### src/rtl/midi_pkg.sv
// ----------------------------------------------------------------------------
// MIDI parser package
// Parser state encoding, action codes, status byte and controller number constants.
// ----------------------------------------------------------------------------
package midi_pkg;

    typedef enum logic [2:0] {
        ST_IDLE    = 3'd0,
        ST_TRIPLE1 = 3'd1,
        ST_TRIPLE2 = 3'd2,
        ST_DOUBLE1 = 3'd3,
        ST_SYSEX   = 3'd4
    } t_parse_state;

    typedef enum logic [2:0] {
        ACT_NOTE_ON       = 3'd0,
        ACT_NOTE_OFF      = 3'd1,
        ACT_CONTROLLER    = 3'd2,
        ACT_RESET_ALL     = 3'd3,
        ACT_ALL_NOTES_OFF = 3'd4,
        ACT_PROGRAM       = 3'd5,
        ACT_PRESSURE      = 3'd6,
        ACT_PITCH_BEND    = 3'd7
    } t_action;

    localparam logic [3:0] HI_NOTE_OFF   = 4'h8;
    localparam logic [3:0] HI_NOTE_ON    = 4'h9;
    localparam logic [3:0] HI_CONTROL    = 4'hb;
    localparam logic [3:0] HI_PROGRAM    = 4'hc;
    localparam logic [3:0] HI_PRESSURE   = 4'hd;
    localparam logic [3:0] HI_BEND       = 4'he;
    localparam logic [3:0] HI_SYSTEM     = 4'hf;

    localparam logic [7:0] SYS_SYSEX     = 8'hf0;
    localparam logic [7:0] SYS_MTC       = 8'hf1;
    localparam logic [7:0] SYS_SONG_POS  = 8'hf2;
    localparam logic [7:0] SYS_SONG_SEL  = 8'hf3;
    localparam logic [7:0] SYS_TUNE      = 8'hf6;
    localparam logic [7:0] SYS_EOX       = 8'hf7;
    localparam logic [7:0] RT_CLOCK      = 8'hf8;
    localparam logic [7:0] RT_START      = 8'hfa;
    localparam logic [7:0] RT_CONTINUE   = 8'hfb;
    localparam logic [7:0] RT_STOP       = 8'hfc;
    localparam logic [7:0] RT_SENSE      = 8'hfe;
    localparam logic [7:0] RT_RESET      = 8'hff;

    localparam logic [6:0] CC_BANK       = 7'h00;
    localparam logic [6:0] CC_VOLUME     = 7'h07;
    localparam logic [6:0] CC_BANK_LSB   = 7'h20;
    localparam logic [6:0] CC_RESET_ALL  = 7'h79;
    localparam logic [6:0] CC_NOTES_OFF  = 7'h7b;

endpackage

### src/rtl/midi_byte_stream_parser_top.sv
// ----------------------------------------------------------------------------
// MIDI byte stream parser
// Decodes a raw MIDI byte stream into channel voice actions.
// ----------------------------------------------------------------------------
// One word is taken per cycle unless stalled; a completed message is written
// into the output register when its last byte is accepted. The only limit on
// rate is the single output register: input stalls only while a result waits
// and the output side stalls. No running status; sysex data is dropped.
module midi_byte_stream_parser_top (
    input  logic        i_clk,
    input  logic        i_rst_n,
    input  logic        i_valid,
    output logic        o_stall,
    input  logic [7:0]  i_midi_byte,
    output logic        o_valid,
    input  logic        i_stall,
    output logic [2:0]  o_action,
    output logic [3:0]  o_channel,
    output logic [6:0]  o_first_value,
    output logic [13:0] o_second_value
);

    midi_pkg::t_parse_state r_state, n_state;
    logic [7:0]  r_status, n_status;
    logic [6:0]  r_first_data, n_first_data;
    logic        r_out_valid;
    logic [2:0]  r_action;
    logic [3:0]  r_channel;
    logic [6:0]  r_first_value;
    logic [13:0] r_second_value;

    logic        w_accept;
    logic        w_hit;
    logic [2:0]  w_action;
    logic [6:0]  w_first_value;
    logic [13:0] w_second_value;
    logic [6:0]  w_data;
    logic [3:0]  w_hi;

    assign o_stall  = r_out_valid & i_stall;
    assign w_accept = i_valid & ~o_stall;
    assign w_data   = i_midi_byte[6:0];
    assign w_hi     = r_status[7:4];

    // next state
    always_comb begin
        n_state      = r_state;
        n_status     = r_status;
        n_first_data = r_first_data;
        if (i_midi_byte[7]) begin
            if (i_midi_byte[7:4] != midi_pkg::HI_SYSTEM) begin
                n_status = i_midi_byte;
                if (i_midi_byte[7:4] == midi_pkg::HI_PROGRAM ||
                    i_midi_byte[7:4] == midi_pkg::HI_PRESSURE) begin
                    n_state = midi_pkg::ST_DOUBLE1;
                end else begin
                    n_state = midi_pkg::ST_TRIPLE1;
                end
            end else begin
                case (i_midi_byte)
                    midi_pkg::SYS_SYSEX: begin
                        n_state = midi_pkg::ST_SYSEX;
                    end
                    midi_pkg::SYS_MTC, midi_pkg::SYS_SONG_SEL: begin
                        n_status = i_midi_byte;
                        n_state  = midi_pkg::ST_DOUBLE1;
                    end
                    midi_pkg::SYS_SONG_POS: begin
                        n_status = i_midi_byte;
                        n_state  = midi_pkg::ST_TRIPLE1;
                    end
                    default: begin
                        if (i_midi_byte inside {midi_pkg::SYS_TUNE, midi_pkg::SYS_EOX,
                                                midi_pkg::RT_CLOCK, midi_pkg::RT_START,
                                                midi_pkg::RT_CONTINUE, midi_pkg::RT_STOP,
                                                midi_pkg::RT_SENSE, midi_pkg::RT_RESET}) begin
                            n_state = midi_pkg::ST_IDLE;
                        end
                    end
                endcase
            end
        end else begin
            case (r_state)
                midi_pkg::ST_TRIPLE1: begin
                    n_first_data = w_data;
                    n_state      = midi_pkg::ST_TRIPLE2;
                end
                midi_pkg::ST_SYSEX: n_state = midi_pkg::ST_SYSEX;
                default:            n_state = midi_pkg::ST_IDLE;
            endcase
        end
    end

    // result decode
    always_comb begin
        w_hit          = 1'b0;
        w_action       = midi_pkg::ACT_NOTE_ON;
        w_first_value  = '0;
        w_second_value = '0;
        if (!i_midi_byte[7]) begin
            case (r_state)
                midi_pkg::ST_TRIPLE2: begin
                    case (w_hi)
                        midi_pkg::HI_NOTE_OFF: begin
                            w_hit         = 1'b1;
                            w_action      = midi_pkg::ACT_NOTE_OFF;
                            w_first_value = r_first_data;
                        end
                        midi_pkg::HI_NOTE_ON: begin
                            w_hit          = 1'b1;
                            w_action       = midi_pkg::ACT_NOTE_ON;
                            w_first_value  = r_first_data;
                            w_second_value = {7'd0, w_data};
                        end
                        midi_pkg::HI_CONTROL: begin
                            if (r_first_data == midi_pkg::CC_BANK ||
                                r_first_data == midi_pkg::CC_VOLUME ||
                                r_first_data == midi_pkg::CC_BANK_LSB) begin
                                w_hit          = 1'b1;
                                w_action       = midi_pkg::ACT_CONTROLLER;
                                w_first_value  = r_first_data;
                                w_second_value = {7'd0, w_data};
                            end else if (r_first_data == midi_pkg::CC_RESET_ALL) begin
                                w_hit    = 1'b1;
                                w_action = midi_pkg::ACT_RESET_ALL;
                            end else if (r_first_data == midi_pkg::CC_NOTES_OFF) begin
                                w_hit    = 1'b1;
                                w_action = midi_pkg::ACT_ALL_NOTES_OFF;
                            end
                        end
                        midi_pkg::HI_BEND: begin
                            w_hit          = 1'b1;
                            w_action       = midi_pkg::ACT_PITCH_BEND;
                            w_second_value = {w_data, r_first_data};
                        end
                        default: w_hit = 1'b0;
                    endcase
                end
                midi_pkg::ST_DOUBLE1: begin
                    case (w_hi)
                        midi_pkg::HI_PROGRAM: begin
                            w_hit         = 1'b1;
                            w_action      = midi_pkg::ACT_PROGRAM;
                            w_first_value = w_data;
                        end
                        midi_pkg::HI_PRESSURE: begin
                            w_hit         = 1'b1;
                            w_action      = midi_pkg::ACT_PRESSURE;
                            w_first_value = w_data;
                        end
                        default: w_hit = 1'b0;
                    endcase
                end
                default: w_hit = 1'b0;
            endcase
        end
    end

    always_ff @(posedge i_clk) begin
        if (!i_rst_n) begin
            r_state      <= midi_pkg::ST_IDLE;
            r_status     <= '0;
            r_first_data <= '0;
            r_out_valid  <= 1'b0;
        end else begin
            if (w_accept) begin
                r_state      <= n_state;
                r_status     <= n_status;
                r_first_data <= n_first_data;
            end
            if (w_accept && w_hit) begin
                r_out_valid <= 1'b1;
            end else if (!i_stall) begin
                r_out_valid <= 1'b0;
            end
        end
    end

    always_ff @(posedge i_clk) begin
        if (w_accept && w_hit) begin
            r_action       <= w_action;
            r_channel      <= r_status[3:0];
            r_first_value  <= w_first_value;
            r_second_value <= w_second_value;
        end
    end

    assign o_valid        = r_out_valid;
    assign o_action       = r_action;
    assign o_channel      = r_channel;
    assign o_first_value  = r_first_value;
    assign o_second_value = r_second_value;

    a_stall_needs_result: assert property (@(posedge i_clk) disable iff (!i_rst_n)
        o_stall |-> o_valid)
        else $error("input stalled with no pending result");

    a_status_no_result: assert property (@(posedge i_clk) disable iff (!i_rst_n)
        (w_accept && i_midi_byte[7]) |=> !o_valid)
        else $error("status word produced a result");

    a_first_data_step: assert property (@(posedge i_clk) disable iff (!i_rst_n)
        (w_accept && !i_midi_byte[7] && r_state == midi_pkg::ST_TRIPLE1)
        |=> (r_state == midi_pkg::ST_TRIPLE2))
        else $error("first data word did not advance parser");

    a_bend_first_zero: assert property (@(posedge i_clk) disable iff (!i_rst_n)
        (o_valid && o_action == midi_pkg::ACT_PITCH_BEND) |-> (o_first_value == 7'd0))
        else $error("pitch bend with nonzero first value");

endmodule
### config.mk
export PLATFORM = sky130hd
export DESIGN_NAME = midi_byte_stream_parser_top
export DESIGN_NICKNAME = d
export VERILOG_FILES = /design/src/rtl/midi_pkg.sv /design/src/rtl/midi_byte_stream_parser_top.sv
export SDC_FILE = /design/constraint.sdc
export NUM_CORES = 1
export LEC_CHECK = 0
export BUFFER_PORTS_ARGS = -buffer_cell sky130_fd_sc_hd__buf_4
export CAP_MARGIN = 20
export CORE_UTILIZATION = 58
export CTS_BUF_LIST = sky130_fd_sc_hd__clkbuf_16
export DETAILED_ROUTE_END_ITERATION = 10
export MAX_ROUTING_LAYER = met4
export PLACE_DENSITY = 0.83
export SLEW_MARGIN = 20
export SYNTH_ARGS = -nofsm -noshare
export SYNTH_HDL_FRONTEND = slang
export SYNTH_SLANG_ARGS = --single-unit
### constraint.sdc
create_clock -name i_clk -period 8.3 [get_ports i_clk]
set_input_delay 0.415 -clock i_clk [delete_from_list [all_inputs] [get_ports i_clk]]
set_output_delay 0.415 -clock i_clk [all_outputs]
set_load 0.01 [all_outputs]
======== Word-level counts from Yosys, hierarchy flattened ========
Cells that the tools add are included.
word-level totals
  output and inout port bits .............. 30
  word-level logic and storage cells ...... 89
  register bits ........................... 47
cells by class
  eq/ne operators ......................... 31
  bitwise operators ....................... 5
  mux-type cells .......................... 29
  reduce and logical (&&, ||, !) cells .... 16
operators with widths
  kind                                                                    count
  8-bit equality test (second input constant)                             12
  14-bit case mux with 3 select lines                                     1
  4-bit equality test (second input constant)                             8
  7-bit case mux with 2 select lines                                      2
  7-bit 2-to-1 mux                                                        3
  3-bit 2-to-1 mux                                                        6
  3-bit case mux with 2 select lines                                      3
  3-bit case mux with 3 select lines                                      2
  8-bit 2-to-1 mux                                                        2
  7-bit equality test (second input constant)                             2
  8-bit nonzero test                                                      1
  2-bit OR reduction                                                      4
  7-bit by 3-bit equality test with 1-bit output (second input constant)  1
  7-bit by 6-bit equality test with 1-bit output (second input constant)  1
  7-bit logical NOT                                                       1
  1-bit 2-to-1 mux                                                        7
  3-bit by 2-bit equality test with 1-bit output (second input constant)  2
  6-bit by 1-bit != test with 1-bit output (second input constant)        1
  3-bit AND reduction                                                     2
  3-bit OR reduction                                                      2
  4-bit != test (second input constant)                                   1
  1-bit case mux with 2 select lines                                      2
  3-bit by 1-bit equality test with 1-bit output (second input constant)  1
  3-bit equality test (second input constant)                             1
  8 further kinds                                                         13

======== Logic depth before layout (Yosys ltp) ========
  word-level depth ........................ 9
  gate-level depth with buffers ........... 5
  gate-level depth less buffers ........... 4

======== Least setup slack after synthesis ========
No wires, ideal clock.
  path kind ............................... input-to-reg
  start point ............................. in i_valid
  end point ............................... reg r_action[0], in the netlist o_action[0] (enable)
  cell stages on the path ................. 4
  data required time ...................... 7.844 ns
  data arrival time ....................... 3.281 ns
  path slack .............................. 4.563 ns
  path through ............................ a21boi_0 clkbuf_1 nor2b_1 a21boi_0
between the ends
  cells in the longest elaborated chain, start to end .. 2
ends and longest elaborated chain
  what                  RTL line                            RTL
  start, declared       midi_byte_stream_parser_top.sv:12   input logic i_valid,
  1-bit AND             midi_byte_stream_parser_top.sv:41   assign w_accept = i_valid & ~o_stall;
  1-bit logical AND     midi_byte_stream_parser_top.sv:180  if (w_accept && w_hit) begin
  end signal, assigned  midi_byte_stream_parser_top.sv:181  r_action <= w_action;
  end, declared         midi_byte_stream_parser_top.sv:27   logic [2:0] r_action;
No other way between the ends.
A chain may end at the register's enable or synchronous reset.

======== Worst setup path in the final report ========
  start point ............................. reg r_status[7]
  end point ............................... reg r_first_value[6], in the netlist o_first_value[6] (enable)
between the ends
  cells in the longest elaborated chain, start to end .. 6
  elaborated cells on any way between the ends .. 13
ends and longest elaborated chain
  what                                                                       RTL line                                                                RTL
  start, declared                                                            midi_byte_stream_parser_top.sv:24                                       logic [7:0] r_status, n_status;
  start signal, assigned                                                     midi_byte_stream_parser_top.sv:168                                      r_status <= n_status;
  4-bit equality test (on tied branches)                                     midi_byte_stream_parser_top.sv:103, midi_byte_stream_parser_top.sv:140
  3-bit OR reduction (no source line) or 2-bit OR reduction (tied branches)  -
  1-bit case mux with 2 select lines or 1-bit 2-to-1 mux (tied branches)     midi_byte_stream_parser_top.sv:103, midi_byte_stream_parser_top.sv:140
  1-bit case mux with 2 select lines (*)                                     midi_byte_stream_parser_top.sv:101                                      case (r_state)
  1-bit 2-to-1 mux (*)                                                       midi_byte_stream_parser_top.sv:100                                      if (!i_midi_byte[7]) begin
  1-bit logical AND (*)                                                      midi_byte_stream_parser_top.sv:180
  end signal, assigned                                                       midi_byte_stream_parser_top.sv:183                                      r_first_value <= w_first_value;
  end, declared                                                              midi_byte_stream_parser_top.sv:29                                       logic [6:0] r_first_value;
Every way passes the cells marked *; elsewhere a longest branch is shown, timed or not.

==> out/metrics.cfg <==
[power]
power.leakage_nw = 0.955
vdd_drop_max_mv = 0.142
cellPowerDensity_nw_per_um2 = 189

[floorplan]
rows = 21
core_area_um2 = 3470
die_area_um2 = 3990
pin_count = 42
initial_utilization_pct = 62.6
die_w_um = 63.2
die_h_um = 63.2

[setup_path]
critical_path_class = reg -> reg
worstPathArrival_ps = 2070
cp.required_ps = 8260
crit_path_start_kind = register
cp-end-kind = register
cp_cell_sequence = or3b_2 > o41ai_1 > a21oi_1 > a21boi_2 > buf_4
cp.depth = 5
path_delay_family = simple AND/OR/NAND/NOR gates
crit_fanout = 28
max_stage_delay_ps = 530
ff2ff_path_depth = 5
crit_buf_inv = 1
cp_slowest_cell = or3b_2

[clock_tree]
cts_setup_buffers = 0
numCtsBuffers = 5
clockBufferDepth = 2
ctsHtreeMaxLevel = 2
hold_buffers = 0
cts-root-buf = clkbuf_16
clkLatencyLatePin_ps = 290
cts_resized = 0
clk_pin_slew_ps = 60
numClockSinks = 47
cts_tree = built

[global_route]
overflow = 0
antenna_found_initial = 0
grt_first_pass_wirelength_mm = 7.65
grt_pass1_vias = 1605
grt_max_degree = 29
track_usage_pct = 26.2

[hold_path]
hp-class = reg -> reg
hold_path_depth = 0

[status]
outcome = complete, no violations

[sta]
worst_slew_pin_slew_ps = 813
clock_skew_ps = 7.13
fin_crit_sh_pct = 25.5
finalCriticalPeriod_ps = 2110
hold_ws_ps = 440
setup_violations = 0
rsz0062_at_grt = false
hold_violations = 0
tns_ps = 0
timing.slew.headroom_pct = 45.7
timing.final.ws_setup_ps = 6190
fmax_ghz = 0.473
slew_viol_final = 0

[yosys]
synth-edff-count = 28
avgSynthCellArea_um2 = 11.4
yosys_warnings = 0
synthCells = 190
async_reset_ff_share_pct = 0
netlist_top_cells_area = edfxtp_1 39%, dfxtp_1 18%, a21boi_0 5.9%
synth_area_um2 = 2170
syn-num-nets = 202
synth_cell_types = 47
seq_area_frac_synth_pct = 56.2
synth_top_area_share_pct = 38.7
synth_ff_type = edfxtp_1
synth_seq_cells = 47
synth_top_cell_by_area = edfxtp_1

[finish]
fin_cells = 276
antenna_cells = 0
drive_gt1_share_pct = 25.7
final_core_util_pct = 76.7
num-nets-final = 241
area_growth_syn_to_layout_pct = 22.4

[flow_run]
cap_violations = 0

[placed_design]
port_buffers = 41
dpl.hpwl_mm = 3.33
dpl.cell_count = 268
dp_slack_ps = 5760
gp_congestion = 0.918

[detailed_routing]
firstDrtPassIters = 5
drtIter0Drc = 81
dr_total_vias = 1740
drt_wl_total_mm = 4.72
vias_per_cell = 6.30
drc_errors = 0
drtAntennaViolNets = 0
avgRoutedWirePerCell_um = 17.1

[per-stage QoR]
| step | power (mW) | instance area (um^2) |
|---|---|---|
| global placement | 0.281 | 2490 |
| global route | 0.513 | 2660 |
| CTS | 0.505 | 2660 |
| finish | 0.503 | 2660 |
| detailed placement | 0.283 | 2490 |
| floorplan | 0.272 | 2170 |
[kinds of logic (layout without fill, tap and decap cells)]
group                  after synthesis  after routing  share of synthesized area (%)
AOI/OAI and AO/OA                   64             64                           22.0
buffers and inverters               12             52                           3.05
DFF                                 47             47                           56.2
muxes                                1              1                          0.461
and+or+nand+nor                     66             66                           18.3
[registers in the layout, indices dropped and copies added (netlist names)]
| name | cells |
|---|---|
| r_first_data | 7 |
| o_valid | 1 |
| o_first_value | 7 |
| o_second_value | 14 |
| r_state | 3 |
| o_channel | 4 |
| r_status | 8 |
| o_action | 3 |
[metal layers]
metal	up-vias	wire length, um	GRT usage, %
met5	-	0	-
met4	0	124	14.2
met3	14	439	4.71
met2	97	2320	43.0
met1	817	1830	30.6
li1	812	-	-
[synthesized netlist by cell type, types with 3 or more instances]
library cell and number:
a21oi_1 6, nor2b_1 3, edfxtp_1 28, nor3_1 5, and4b_1 3, nor2_1 6
a22o_1 14, nand2_1 12, and2_1 8, a21boi_0 17, nand3_1 15, dfxtp_1 19
nand4b_1 4, o21ai_0 9, clkbuf_1 5
[path summary, 6_finish.rpt]
| path | startpoint | to | slack (ps) |
|---|---|---|---|
| setup / recovery | r_status[7] | o_first_value[6] | 6190 |
| hold / removal | r_status[3] | o_channel[3] | 440 |
| setup reg to reg | r_status[7] | o_first_value[6] | 6190 |
| hold reg to reg | r_status[3] | o_channel[3] | 440 |
[cell usage in the layout, fill, tap and decap left out, types with 2 or more instances in the layout]
master     instances
nand4b_1           4
and4b_1            3
edfxtp_1          28
and2_1             8
a21boi_1           2
nand4_1            2
a21boi_0          15
o31ai_1            2
clkbuf_16          5
nor2b_1            3
nor3_1             5
inv_1              2
buf_4             42
a22o_1            14
nand3_1           15
dfxtp_1           19
a21oi_1            6
o21ai_0            9
nand2_1           12
nor2_1             6
[power breakdown]
part | total (mW) | internal [mW] | switching, mW
logic | 0.0264 | 0.0105 | 0.0159
clock network | 0.225 | 0.142 | 0.0829
registers | 0.252 | 0.248 | 0.00436
[final cells by class]
cell class / count / area [um^2]
fillers: 253 / 810
well taps: 46 / 57.6
repair buffers: 42 / 315
clock buffers: 5 / 125
inverters: 2 / 7.51
clock inverters: 3 / 43.8
flip-flops and latches: 47 / 1220
multi-input cells: 131 / 888
Power figures use the tool's default switching activity.
